===== config.mk =====
export PLATFORM = sky130hd
export DESIGN_NAME = icmpv4_to_icmpv6_header_xlat_unit
export DESIGN_NICKNAME = d
export VERILOG_FILES = /design/src/hw/rtl/i4to6x_pkg.sv /design/src/hw/rtl/i4to6x_classify.sv /design/src/hw/rtl/icmpv4_to_icmpv6_header_xlat_unit.sv
export SDC_FILE = /design/constraint.sdc
export NUM_CORES = 1
export LEC_CHECK = 0
export BUFFER_PORTS_ARGS = -buffer_cell sky130_fd_sc_hd__buf_2
export CORE_MARGIN = 1.5
export CORE_UTILIZATION = 58
export DETAILED_ROUTE_END_ITERATION = 6
export PLACE_DENSITY_LB_ADDON = 0.3
export SYNTH_ARGS = -nofsm -noshare
export SYNTH_HDL_FRONTEND = slang
export SYNTH_SLANG_ARGS = --single-unit

===== constraint.sdc =====
create_clock -name clk -period 6.8 [get_ports clk]
set_input_delay 0.34 -clock clk [delete_from_list [all_inputs] [get_ports clk]]
set_output_delay 0.34 -clock clk [all_outputs]
set_load 0.01 [all_outputs]

===== src/hw/rtl/i4to6x_pkg.sv =====
package i4to6x_pkg;

    // Configuration register indexes.
    localparam logic CFG_IPV6_OUT_MTU = 1'b0;
    localparam logic CFG_IPV4_OUT_MTU = 1'b1;

    // ICMPv4 message types handled by the translator.
    localparam logic [7:0] ICMP4_ECHO_REPLY   = 8'd0;
    localparam logic [7:0] ICMP4_DEST_UNREACH = 8'd3;
    localparam logic [7:0] ICMP4_ECHO_REQUEST = 8'd8;
    localparam logic [7:0] ICMP4_TIME_EXCEED  = 8'd11;
    localparam logic [7:0] ICMP4_PARAM_PROB   = 8'd12;

    // ICMPv4 destination unreachable codes with special handling.
    localparam logic [7:0] UNREACH_PROTOCOL  = 8'd2;
    localparam logic [7:0] UNREACH_PORT      = 8'd3;
    localparam logic [7:0] UNREACH_FRAG_NEED = 8'd4;

    // ICMPv6 message types.
    localparam logic [7:0] ICMP6_DEST_UNREACH  = 8'd1;
    localparam logic [7:0] ICMP6_PKT_TOO_BIG   = 8'd2;
    localparam logic [7:0] ICMP6_TIME_EXCEED   = 8'd3;
    localparam logic [7:0] ICMP6_PARAM_PROB    = 8'd4;
    localparam logic [7:0] ICMP6_ECHO_REQUEST  = 8'd128;
    localparam logic [7:0] ICMP6_ECHO_REPLY    = 8'd129;

    // How the rest-of-header word is finished in the later stages.
    typedef enum logic {
        REST_FIXED,
        REST_MTU
    } rest_sel_t;

    // Result of the header classification stage.
    typedef struct packed {
        logic        ok;
        logic        is_err;
        rest_sel_t   sel;
        logic [7:0]  v6_type;
        logic [7:0]  v6_code;
        logic [31:0] rest;
        logic [15:0] plateau;
    } xlat_s1_t;

    // Stage after the first MTU clamp steps.
    typedef struct packed {
        logic        ok;
        logic        is_err;
        rest_sel_t   sel;
        logic [7:0]  v6_type;
        logic [7:0]  v6_code;
        logic [31:0] rest;
        logic [16:0] mtu;
    } xlat_s2_t;

endpackage


===== src/hw/rtl/i4to6x_classify.sv =====
module i4to6x_classify
(
    input  logic [7:0]             v4_type,
    input  logic [7:0]             v4_code,
    input  logic [31:0]            v4_rest,
    input  logic                   inner_present,
    input  logic [15:0]            inner_total_len,
    output i4to6x_pkg::xlat_s1_t   info
);

    // RFC 1191 plateau table, largest first.
    localparam int PLATEAU_COUNT = 11;
    localparam logic [15:0] DEFAULT_PLATEAU = 16'd68;
    localparam logic [15:0] PLATEAU [PLATEAU_COUNT] = '{
        16'd65535, 16'd32000, 16'd17914, 16'd8166, 16'd4352, 16'd2002,
        16'd1492, 16'd1006, 16'd508, 16'd296, 16'd68
    };

    logic        tc_ok;
    logic        rest_ok;
    logic        ptr_ok;
    logic        echo;
    logic [7:0]  nt;
    logic [7:0]  nc;
    logic [7:0]  np;
    logic [31:0] rest_val;
    logic [15:0] plateau;
    i4to6x_pkg::rest_sel_t sel;

    // Type and code mapping.
    always_comb
    begin
        tc_ok = 1'b1;
        nt    = 8'd0;
        nc    = 8'd0;
        case (v4_type)
            i4to6x_pkg::ICMP4_ECHO_REQUEST:
            begin
                tc_ok = (v4_code == 8'd0);
                nt    = i4to6x_pkg::ICMP6_ECHO_REQUEST;
            end
            i4to6x_pkg::ICMP4_ECHO_REPLY:
            begin
                tc_ok = (v4_code == 8'd0);
                nt    = i4to6x_pkg::ICMP6_ECHO_REPLY;
            end
            i4to6x_pkg::ICMP4_DEST_UNREACH:
            begin
                if (v4_code inside {8'd0, 8'd1, 8'd5, 8'd6, 8'd7, 8'd8, 8'd11, 8'd12})
                begin
                    nt = i4to6x_pkg::ICMP6_DEST_UNREACH;
                end
                else if (v4_code inside {8'd9, 8'd10, 8'd13, 8'd15})
                begin
                    nt = i4to6x_pkg::ICMP6_DEST_UNREACH;
                    nc = 8'd1;
                end
                else if (v4_code == i4to6x_pkg::UNREACH_PROTOCOL)
                begin
                    nt = i4to6x_pkg::ICMP6_PARAM_PROB;
                    nc = 8'd1;
                end
                else if (v4_code == i4to6x_pkg::UNREACH_PORT)
                begin
                    nt = i4to6x_pkg::ICMP6_DEST_UNREACH;
                    nc = 8'd4;
                end
                else if (v4_code == i4to6x_pkg::UNREACH_FRAG_NEED)
                begin
                    nt = i4to6x_pkg::ICMP6_PKT_TOO_BIG;
                end
                else
                begin
                    tc_ok = 1'b0;
                end
            end
            i4to6x_pkg::ICMP4_TIME_EXCEED:
            begin
                tc_ok = (v4_code inside {8'd0, 8'd1});
                nt    = i4to6x_pkg::ICMP6_TIME_EXCEED;
                nc    = v4_code;
            end
            i4to6x_pkg::ICMP4_PARAM_PROB:
            begin
                tc_ok = (v4_code inside {8'd0, 8'd2});
                nt    = i4to6x_pkg::ICMP6_PARAM_PROB;
            end
            default:
            begin
                tc_ok = 1'b0;
            end
        endcase
    end

    // Parameter-problem pointer remapping.
    always_comb
    begin
        ptr_ok = 1'b1;
        np     = 8'd0;
        if (v4_rest[31:24] inside {[8'd0:8'd1]})
            np = v4_rest[31:24];
        else if (v4_rest[31:24] inside {[8'd2:8'd3]})
            np = 8'd4;
        else if (v4_rest[31:24] == 8'd8)
            np = 8'd7;
        else if (v4_rest[31:24] == 8'd9)
            np = 8'd6;
        else if (v4_rest[31:24] inside {[8'd12:8'd15]})
            np = 8'd8;
        else if (v4_rest[31:24] inside {[8'd16:8'd19]})
            np = 8'd24;
        else
            ptr_ok = 1'b0;
    end

    // Plateau estimate: the first table entry below the inner total length wins.
    always_comb
    begin
        plateau = DEFAULT_PLATEAU;
        for (int i = PLATEAU_COUNT - 1; i >= 0; i--)
        begin
            if (PLATEAU[i] < inner_total_len)
                plateau = PLATEAU[i];
        end
        if (!inner_present)
            plateau = DEFAULT_PLATEAU;
    end

    // Rest-of-header checks and the fixed translated words.
    always_comb
    begin
        echo     = (v4_type == i4to6x_pkg::ICMP4_ECHO_REPLY) ||
                   (v4_type == i4to6x_pkg::ICMP4_ECHO_REQUEST);
        sel      = i4to6x_pkg::REST_FIXED;
        rest_val = 32'd0;
        if (echo)
        begin
            rest_ok  = 1'b1;
            rest_val = v4_rest;
        end
        else if (v4_type == i4to6x_pkg::ICMP4_DEST_UNREACH &&
                 v4_code == i4to6x_pkg::UNREACH_PROTOCOL)
        begin
            rest_ok  = (v4_rest == 32'd0);
            rest_val = 32'd6;
        end
        else if (v4_type == i4to6x_pkg::ICMP4_DEST_UNREACH &&
                 v4_code == i4to6x_pkg::UNREACH_FRAG_NEED)
        begin
            rest_ok  = (v4_rest[31:16] == 16'd0);
            rest_val = v4_rest;
            sel      = i4to6x_pkg::REST_MTU;
        end
        else if (v4_type == i4to6x_pkg::ICMP4_PARAM_PROB)
        begin
            rest_ok  = (v4_rest[23:0] == 24'd0) && ptr_ok;
            rest_val = {24'd0, np};
        end
        else
        begin
            rest_ok  = (v4_rest == 32'd0);
        end
    end

    // A rejected header carries all-zero fields apart from the plateau estimate.
    always_comb
    begin
        info.ok      = tc_ok && rest_ok;
        info.is_err  = info.ok && !echo;
        info.sel     = info.ok ? sel : i4to6x_pkg::REST_FIXED;
        info.v6_type = info.ok ? nt : 8'd0;
        info.v6_code = info.ok ? nc : 8'd0;
        info.rest    = info.ok ? rest_val : 32'd0;
        info.plateau = plateau;
    end

endmodule


===== src/hw/rtl/icmpv4_to_icmpv6_header_xlat_unit.sv =====
// Channel   Dir  tdata (low bit up)                          tuser
// s_axis    in   v4_type, v4_code, v4_rest, inner_total_len  inner_present
// m_axis    out  v6_type, v6_code, v6_rest                   accept, is_error_msg
// cfg       in   cfg_index 0: ipv6_out_mtu, 1: ipv4_out_mtu  (write only)
//
// One header per cycle while the output is not stalled.
// The three stages are classification, the first MTU clamp steps, and the
// final clamp with output assembly; the output register is the last stage.
// Reset clears the stage valid bits and loads both MTU registers with 1500.
// A stall on the output stops only the stages that are full behind it.
module icmpv4_to_icmpv6_header_xlat_unit
(
    input  logic        clk,
    input  logic        rst_n,

    input  logic        s_axis_tvalid,
    output logic        s_axis_tready,
    input  logic [63:0] s_axis_tdata,   // v4_type[7:0], v4_code[15:8], v4_rest[47:16],
                                        // inner_total_len[63:48]
    input  logic        s_axis_tuser,   // inner_present

    output logic        m_axis_tvalid,
    input  logic        m_axis_tready,
    output logic [47:0] m_axis_tdata,   // v6_type[7:0], v6_code[15:8], v6_rest[47:16]
    output logic [1:0]  m_axis_tuser,   // accept[0], is_error_msg[1]

    input  logic        cfg_we,
    input  logic        cfg_index,
    input  logic [15:0] cfg_data
);

    localparam logic [15:0] MTU_RESET  = 16'd1500;
    localparam logic [15:0] MTU_V4_MAX = 16'd65515;
    localparam logic [16:0] HDR_DELTA  = 17'd20;
    localparam logic [16:0] MTU_V6_MIN = 17'd1280;

    logic [15:0] ipv6_mtu_reg;
    logic [15:0] ipv4_mtu_reg;

    logic v1_reg, v1_next;
    logic v2_reg, v2_next;
    logic v3_reg, v3_next;
    logic rdy1, rdy2, rdy3;

    i4to6x_pkg::xlat_s1_t s1_next, s1_reg;
    i4to6x_pkg::xlat_s2_t s2_next, s2_reg;
    logic [47:0] tdata_next, tdata_reg;
    logic [1:0]  tuser_next, tuser_reg;

    logic [15:0] mtu_base;
    logic [15:0] mtu_capped;
    logic [16:0] mtu_plus;
    logic [16:0] v4_cap;
    logic [16:0] mtu_v4;
    logic [16:0] mtu_final;
    logic [31:0] rest_out;

    // Configuration registers.
    always_ff @(posedge clk or negedge rst_n)
    begin
        if (!rst_n)
        begin
            ipv6_mtu_reg <= MTU_RESET;
            ipv4_mtu_reg <= MTU_RESET;
        end
        else if (cfg_we)
        begin
            case (cfg_index)
                i4to6x_pkg::CFG_IPV6_OUT_MTU: ipv6_mtu_reg <= cfg_data;
                i4to6x_pkg::CFG_IPV4_OUT_MTU: ipv4_mtu_reg <= cfg_data;
                default: ;
            endcase
        end
    end

    // Stage readiness: a stage moves when it is empty or the next one moves.
    assign rdy3          = !v3_reg || m_axis_tready;
    assign rdy2          = !v2_reg || rdy3;
    assign rdy1          = !v1_reg || rdy2;
    assign s_axis_tready = rdy1;

    always_comb
    begin
        v1_next = rdy1 ? s_axis_tvalid : v1_reg;
        v2_next = rdy2 ? v1_reg : v2_reg;
        v3_next = rdy3 ? v2_reg : v3_reg;
    end

    always_ff @(posedge clk or negedge rst_n)
    begin
        if (!rst_n)
        begin
            v1_reg <= 1'b0;
            v2_reg <= 1'b0;
            v3_reg <= 1'b0;
        end
        else
        begin
            v1_reg <= v1_next;
            v2_reg <= v2_next;
            v3_reg <= v3_next;
        end
    end

    // Stage 1: type, code, rest checks, pointer map and plateau estimate.
    i4to6x_classify u_classify
    (
        .v4_type         (s_axis_tdata[7:0]),
        .v4_code         (s_axis_tdata[15:8]),
        .v4_rest         (s_axis_tdata[47:16]),
        .inner_present   (s_axis_tuser),
        .inner_total_len (s_axis_tdata[63:48]),
        .info            (s1_next)
    );

    // Stage 2: zero-MTU substitution, IPv4 cap, header delta and IPv6 cap.
    always_comb
    begin
        mtu_base   = (s1_reg.rest[15:0] == 16'd0) ? s1_reg.plateau : s1_reg.rest[15:0];
        mtu_capped = (mtu_base > MTU_V4_MAX) ? MTU_V4_MAX : mtu_base;
        mtu_plus   = {1'b0, mtu_capped} + HDR_DELTA;
        s2_next.ok      = s1_reg.ok;
        s2_next.is_err  = s1_reg.is_err;
        s2_next.sel     = s1_reg.sel;
        s2_next.v6_type = s1_reg.v6_type;
        s2_next.v6_code = s1_reg.v6_code;
        s2_next.rest    = s1_reg.rest;
        s2_next.mtu     = (mtu_plus > {1'b0, ipv6_mtu_reg}) ? {1'b0, ipv6_mtu_reg} : mtu_plus;
    end

    // Stage 3: outbound IPv4 cap, IPv6 minimum and output assembly.
    always_comb
    begin
        v4_cap    = {1'b0, ipv4_mtu_reg} + HDR_DELTA;
        mtu_v4    = (s2_reg.mtu > v4_cap) ? v4_cap : s2_reg.mtu;
        mtu_final = (mtu_v4 < MTU_V6_MIN) ? MTU_V6_MIN : mtu_v4;
        rest_out  = (s2_reg.sel == i4to6x_pkg::REST_MTU) ? {16'd0, mtu_final[15:0]}
                                                         : s2_reg.rest;
        tdata_next = {rest_out, s2_reg.v6_code, s2_reg.v6_type};
        tuser_next = {s2_reg.is_err, s2_reg.ok};
    end

    // Stage payload registers, loaded as their valid bits advance.
    always_ff @(posedge clk)
    begin
        if (rdy1 && s_axis_tvalid)
            s1_reg <= s1_next;
        if (rdy2 && v1_reg)
            s2_reg <= s2_next;
        if (rdy3 && v2_reg)
        begin
            tdata_reg <= tdata_next;
            tuser_reg <= tuser_next;
        end
    end

    assign m_axis_tvalid = v3_reg;
    assign m_axis_tdata  = tdata_reg;
    assign m_axis_tuser  = tuser_reg;

    // A rejected header leaves every other field at zero.
    assert property (@(posedge clk) disable iff (!rst_n)
        m_axis_tvalid && !m_axis_tuser[0] |-> m_axis_tdata == 48'd0 && !m_axis_tuser[1])
        else $error("rejected beat carries nonzero fields");

    // Accepted informational messages are echo request or reply.
    assert property (@(posedge clk) disable iff (!rst_n)
        m_axis_tvalid && m_axis_tuser[0] && !m_axis_tuser[1] |->
        m_axis_tdata[7:0] == i4to6x_pkg::ICMP6_ECHO_REQUEST ||
        m_axis_tdata[7:0] == i4to6x_pkg::ICMP6_ECHO_REPLY)
        else $error("non-error beat is not an echo");

    // A translated MTU never falls below the IPv6 minimum.
    assert property (@(posedge clk) disable iff (!rst_n)
        v2_reg && rdy3 && s2_reg.ok && s2_reg.sel == i4to6x_pkg::REST_MTU |=>
        m_axis_tdata[47:16] >= {15'd0, MTU_V6_MIN})
        else $error("translated MTU below 1280");

    // Input back-pressure only when every stage is full and the output stalls.
    assert property (@(posedge clk) disable iff (!rst_n)
        !s_axis_tready |-> v1_reg && v2_reg && v3_reg && !m_axis_tready)
        else $error("input stalled with room in the pipeline");

endmodule


==> flow_metrics.tcl, run 1 <==
set metrics [dict create \
    detail-route-antenna-nets 0 \
    p_per_area_nw_per_um2 282 \
    crit_arrival_ps 6430 \
    numClockSinks 206 \
    path_class "reg2reg" \
    clockBufferDepth 3 \
    cts.htree.levels 1 \
    antenna_found_initial 0 \
    drt_wl_total_mm 22.5 \
    coreArea_sq_um 17200 \
    hold_viol 0 \
    synth_edf_count 171 \
    antenna_cells 0 \
    seq_area_sq_um 6030 \
    fin_nets 1118 \
    hold_buffers 1 \
    largest_register_ffs 64 \
    tightestPinTransition_ps 1150 \
    cts_root_buffer "clkbuf_16" \
    avgSynthCellArea_sq_um 12.0 \
    first_global_vias 6730 \
    status "completed" \
    ys_warn_count 0 \
    syn_inst 847 \
    cap_viol_max_count 0 \
    vdd_ir_drop_max_mv 0.172 \
    setup_tns_ps 0 \
    initial_core_util 0.590 \
    synth_area_sq_um 10100 \
    die-area_sq_um 18300 \
    ys.flop_type "edfxtp_1" \
    cts_tree "built" \
    max_freq_mhz 161 \
    stdcell_area_sq_um 11800 \
    cp_max_fo 13 \
    synth-seq-cells 206 \
    seq_area_frac_synth 0.595 \
    drcViolationCount 0 \
    grt_max_degree 65 \
    start_kind "register" \
    multi_input_area_sq_um 3870 \
    io_buffers 134 \
    dr.pass1.iters 6 \
    cts_resized 0 \
    syn_to_final_growth_pct 16.4 \
    fin_skew_ps 10.2 \
    grtUsageTotal 0.247 \
    die_w_um 135 \
    wl_per_cell_um 18.2 \
    rsz0062_at_grt "no" \
    ios 139 \
    grt_overflow_total 0 \
    clk_latency_ps 500 \
    p_leak_nw 4.64 \
    ys_types 73 \
    via_per_inst 5.80 \
    r2r_setup_slack_ps 600 \
    final_cell_mix "edfxtp_1, buf_2, o21ai_0, nand2_1, a21oi_1" \
    vias 7170 \
    cp_data_required_time_ps 7040 \
    die_h_um 135 \
    rows 48 \
    globalplace.congestion 0.940 \
    setup_viol 0 \
    placed_area_sq_um 11100 \
    path_clk_slew_ps 60 \
    fin_crit_sh 0.911 \
    async_flop_share 0.170 \
    hold_path.class "in2reg" \
    min_period_ps 6200 \
    post_route_cells_drive_above_1_share 0.243 \
    slew_headroom 0.228 \
    fillerInstances 1270 \
    crit_path_end_kind "register" \
    post-dp-hpwl_mm 16.8 \
    layout_commonest_cell "edfxtp_1" \
    drv_slew 0 \
    drt_iter0_drc 610 \
    post-cts-setup-buffers 0 \
    cts_buffers 21 \
    grt_pass1_wl_mm 34.9 \
]
-- routing by layer --
layer	GRT usage	wire length, um
met5	0	0
met2	0.399	10600
met1	0.345	9930
met4	0.0878	654
met3	0.0348	1350
-- area by class of cell --
cell class                      instances  share of cell area
Clock buffer                           29              0.0535
Tap cell                              225              0.0239
Timing Repair Buffer                  144              0.0645
Clock inverter                          9             0.00732
Sequential cell                       206               0.511
Inverter                               36              0.0115
Multi-Input combinational cell        587               0.328
-- synthesized netlist by cell type (all sizes together) (7+ instances only) --
master	instances	area [sq um]
nor2	51	191
nand3	26	143
inv	35	131
buf	8	63.8
nor3	22	120
xor2	14	123
and3	7	43.8
nor2b	25	156
a211oi	7	52.6
edfxtp	171	5130
or2	7	43.8
nand2b	9	56.3
mux2	31	364
nand4	12	75.1
clkbuf	20	75.1
ha	35	438
and2	38	240
o21ai	58	290
a21oi	53	265
nor4	15	121
a21o	12	90.1
a31oi	13	81.3
dfstp	14	368
dfrtp	21	526
nand2	53	199
xnor2	11	96.3
-- power by group --
group	internal, W	total, W	switching [W]
Combinational	0.000218	0.000540	0.000322
Sequential	0.00154	0.00161	0.0000742
Clock	0.000695	0.00117	0.000473
Total	0.00245	0.00332	0.000869
-- worst max-delay path, stage by stage, from the launching register on --
cell and delay [ps]:
edfxtp_1 490, or4_4 600, nor4_4 430, a31oi_1 280, nor4_2 470, nand2_1 190
o31ai_1 250, ha_1 320, o21ai_0 140, a31o_2 260, o21bai_1 150, o2bb2ai_1 170
ha_1 290, a21o_1 160, a21oi_1 130, o21ai_0 130, o21ai_0 200, a21oi_1 60
o31ai_1 200, buf_4 180, and2_1 300, buf_12 180, mux2_2 340
-- through the flow --
step	power, W	instances	worst slack [ps]	hold WS [ps]	utilization
after floorplan	0.00197	857	1260	44.4	-
after global placement	0.00216	1197	805	401	0.644
after detailed placement	0.00217	1197	740	405	0.644
after CTS	0.00333	1236	658	39.4	0.687
after global routing	0.00345	1236	141	61.6	0.687
final	0.00332	1236	605	44.2	0.687
-- logic make-up after synthesis --
family                   count (synthesis)  synth area share
AO/OA/AOI/OAI                          197             0.121
XOR/XNOR                                25            0.0216
adder cells (fa/ha/maj)                 35            0.0432
buffers and inverters                   64            0.0270
flip-flops                             206             0.595
multiplexers                            32            0.0369
other                                    1          0.000370
AND/OR/NAND/NOR                        287             0.155
-- final timing paths --
path | from | end | depth (start not counted)
setup / recovery | s1_reg[25] | s2_reg[7] | 22
hold / removal | s_axis_tvalid | v1_reg | 2
setup reg to reg | s1_reg[25] | s2_reg[7] | 22
hold reg to reg | s1_reg[47] | s2_reg[48] | 0
max in group asynchronous | rst_n | ipv4_mtu_reg[15] | 2
min in group asynchronous | rst_n | m_axis_tvalid | 2
Note: power is estimated with default switching activity, not from simulation.
==> inputs of run 2 (changes only) <==
CORE_MARGIN = 5   (was 1.5)
==> run 2 against run 1 <==
Setup slack improved by 220 ps. Non-clock buffer count unchanged. Final cell count about the same. Worst hold slack got worse by 0.91 ps.
==> flow_metrics.tcl, run 2 (same netlist as run 1, synthesis figures left out) <==
set metrics [dict create \
    status "completed" \
    cap_viol_max_count 0 \
    multi_input_area_sq_um 3870 \
    path_clk_slew_ps 60 \
    via_per_inst 5.83 \
    cpPeakStageDelay_ps 600 \
    worstHoldPathCells 2 \
    rows 48 \
    cts_root_buffer "clkbuf_16" \
    die-area_sq_um 20200 \
    first_global_vias 6957 \
    r2r-start "s1_reg[25]" \
    start_kind "register" \
    vias 7206 \
    die_h_um 142 \
    p_per_area_nw_per_um2 279 \
    antenna_found_initial 0 \
    drt_iter0_drc 606 \
    path_cells "or4_4 -> nor4_4 -> a31oi_1 -> nor4_2 -> nand2_1 -> o31ai_1 -> ha_1 -> o21ai_0 -> a31o_2 -> o21bai_1 -> o2bb2ai_1 -> ha_1 -> a21o_1 -> a21oi_1 -> o21ai_0 -> o21ai_0 -> a21oi_1 -> o31ai_1 -> buf_4 -> and2_1 -> buf_4 -> mux2_2" \
    fin_skew_ps 7.98 \
    intPower_w 0.00242 \
    crit_path_end_kind "register" \
    fin_crit_sh 0.878 \
    grt_pass1_wl_mm 35.9 \
    tightestPinTransition_ps 1140 \
    crit_arrival_ps 6220 \
    slew_headroom 0.235 \
    coreArea_sq_um 17200 \
    critPathBufInv 2 \
    grtUsageTotal 0.224 \
    cts.htree.levels 1 \
    p_sw_w 0.000849 \
    hold_path.class "in2reg" \
    globalplace.congestion 0.958 \
    drv_slew 0 \
    seqPwrFrac 0.495 \
    rsz0062_at_grt "no" \
    cp_max_fo 12 \
    clock_power_share 0.343 \
    min_period_ps 5970 \
    fillerInstances 1257 \
    post-cts-setup-buffers 0 \
    die_w_um 142 \
    post_route_cells_drive_above_1_share 0.239 \
    cp_data_required_time_ps 7040 \
    drt_wl_total_mm 22.5 \
    cts_tree "built" \
    hold_start "s_axis_tvalid" \
    fin_nets 1118 \
    cts_buffers 21 \
    clk_latency_ps 500 \
    switching_share 0.260 \
    crit_family "compound AO/OA/AOI/OAI gates" \
    hold_viol 0 \
    grt_overflow_total 0 \
    seq_area_sq_um 6030 \
    detail-route-antenna-nets 0 \
    layout_commonest_cell "edfxtp_1" \
    numClockSinks 206 \
    largest_register_ffs 64 \
    final_core_util 0.681 \
    slowest_stage "or4_4" \
    hold_path_end "v1_reg" \
    setup_viol 0 \
    io_buffers 134 \
    combinationalPowerShare 0.163 \
    syn_to_final_growth_pct 15.8 \
    p_leak_nw 4.61 \
    cp_common_cell "o21ai_0" \
    antenna_cells 0 \
    grt_max_degree 65 \
    path_class "reg2reg" \
    setup_ws_ps 829 \
    final_cell_mix "edfxtp_1, buf_2, o21ai_0, nand2_1, a21oi_1" \
    drcViolationCount 0 \
    ios 139 \
    max_freq_mhz 167 \
    initial_core_util 0.588 \
    clockBufferDepth 3 \
    post-dp-hpwl_mm 16.8 \
    vdd_ir_drop_max_mv 0.171 \
    setup_tns_ps 0 \
    r2r_cells 22 \
    dr.pass1.iters 6 \
    dp_slack_ps 937 \
    r2r_setup_slack_ps 830 \
    wl_per_cell_um 18.2 \
    r2r_end "s2_reg[7]" \
]
## run 2: cell types whose count changed in the layout (fill, tap and decap cells not counted)
cell       previous run  this run
clkbuf_16            24        22
clkbuf_2              1         0
buf_12                1         0
inv_6                 2         1
inv_4                 1         0
bufinv_16             1         2
clkinv_4              2         0
clkbuf_8              1         0
clkinv_1              1         5
clkinv_2              3         5
buf_4                 8         9
## run 2: final cells by class
type / count / area share
Inverter: 36 / 0.0115
Multi-Input combinational cell: 587 / 0.330
Timing Repair Buffer: 144 / 0.0638
Clock inverter: 12 / 0.00928
Sequential cell: 206 / 0.514
Clock buffer: 25 / 0.0479
Tap cell: 225 / 0.0240
## run 2: power by group through the flow
stage / logic (W) / clock network [W] / registers (W)
final: 0.000531 / 0.00112 / 0.00162
after global routing: 0.000593 / 0.00120 / 0.00163
after CTS: 0.000531 / 0.00114 / 0.00162
after detailed placement: 0.000527 / 0 / 0.00164
after global placement: 0.000517 / 0 / 0.00164
after floorplan: 0.000343 / 0 / 0.00163
## run 2: metrics by stage
stage | total power [W] | hold slack (ps) | instances | cell area [sq um]
global placement | 0.00215 | 400 | 1197 | 11100
detailed placement | 0.00217 | 405 | 1197 | 11100
global route | 0.00343 | 47.7 | 1235 | 11700
finish | 0.00327 | 43.3 | 1235 | 11700
CTS | 0.00329 | 37.8 | 1235 | 11700
floorplan | 0.00197 | 44.4 | 857 | 10200
## run 2: layer usage
layer  global-route usage  wire [um]  vias to the layer above
li1                     -          -                     3479
met1                0.314       9680                     3388
met2                0.354      10400                      281
met3               0.0393       1630                       58
met4               0.0813        810                        0
met5                    0          0                        -
## run 2: worst max-delay path by stage
stage | startpoint | to | slack [ps] | cells past startpoint
2_1_floorplan | s1_reg[25] | s2_reg[10] | 1260 | 22
3_3_place_gp | s1_reg[25] | s2_reg[7] | 940 | 22
3_5_place_dp | s1_reg[25] | s2_reg[7] | 940 | 22
4_1_cts | s1_reg[25] | s2_reg[1] | 870 | 22
5_1_grt | s1_reg[25] | s2_reg[1] | 300 | 22
6_report | s1_reg[25] | s2_reg[7] | 830 | 22
## run 2: repair_timing
action                                 CTS  global route
hold buffers                             1             0
endpoints found under the hold margin   21             0
gates resized for setup                  0             0
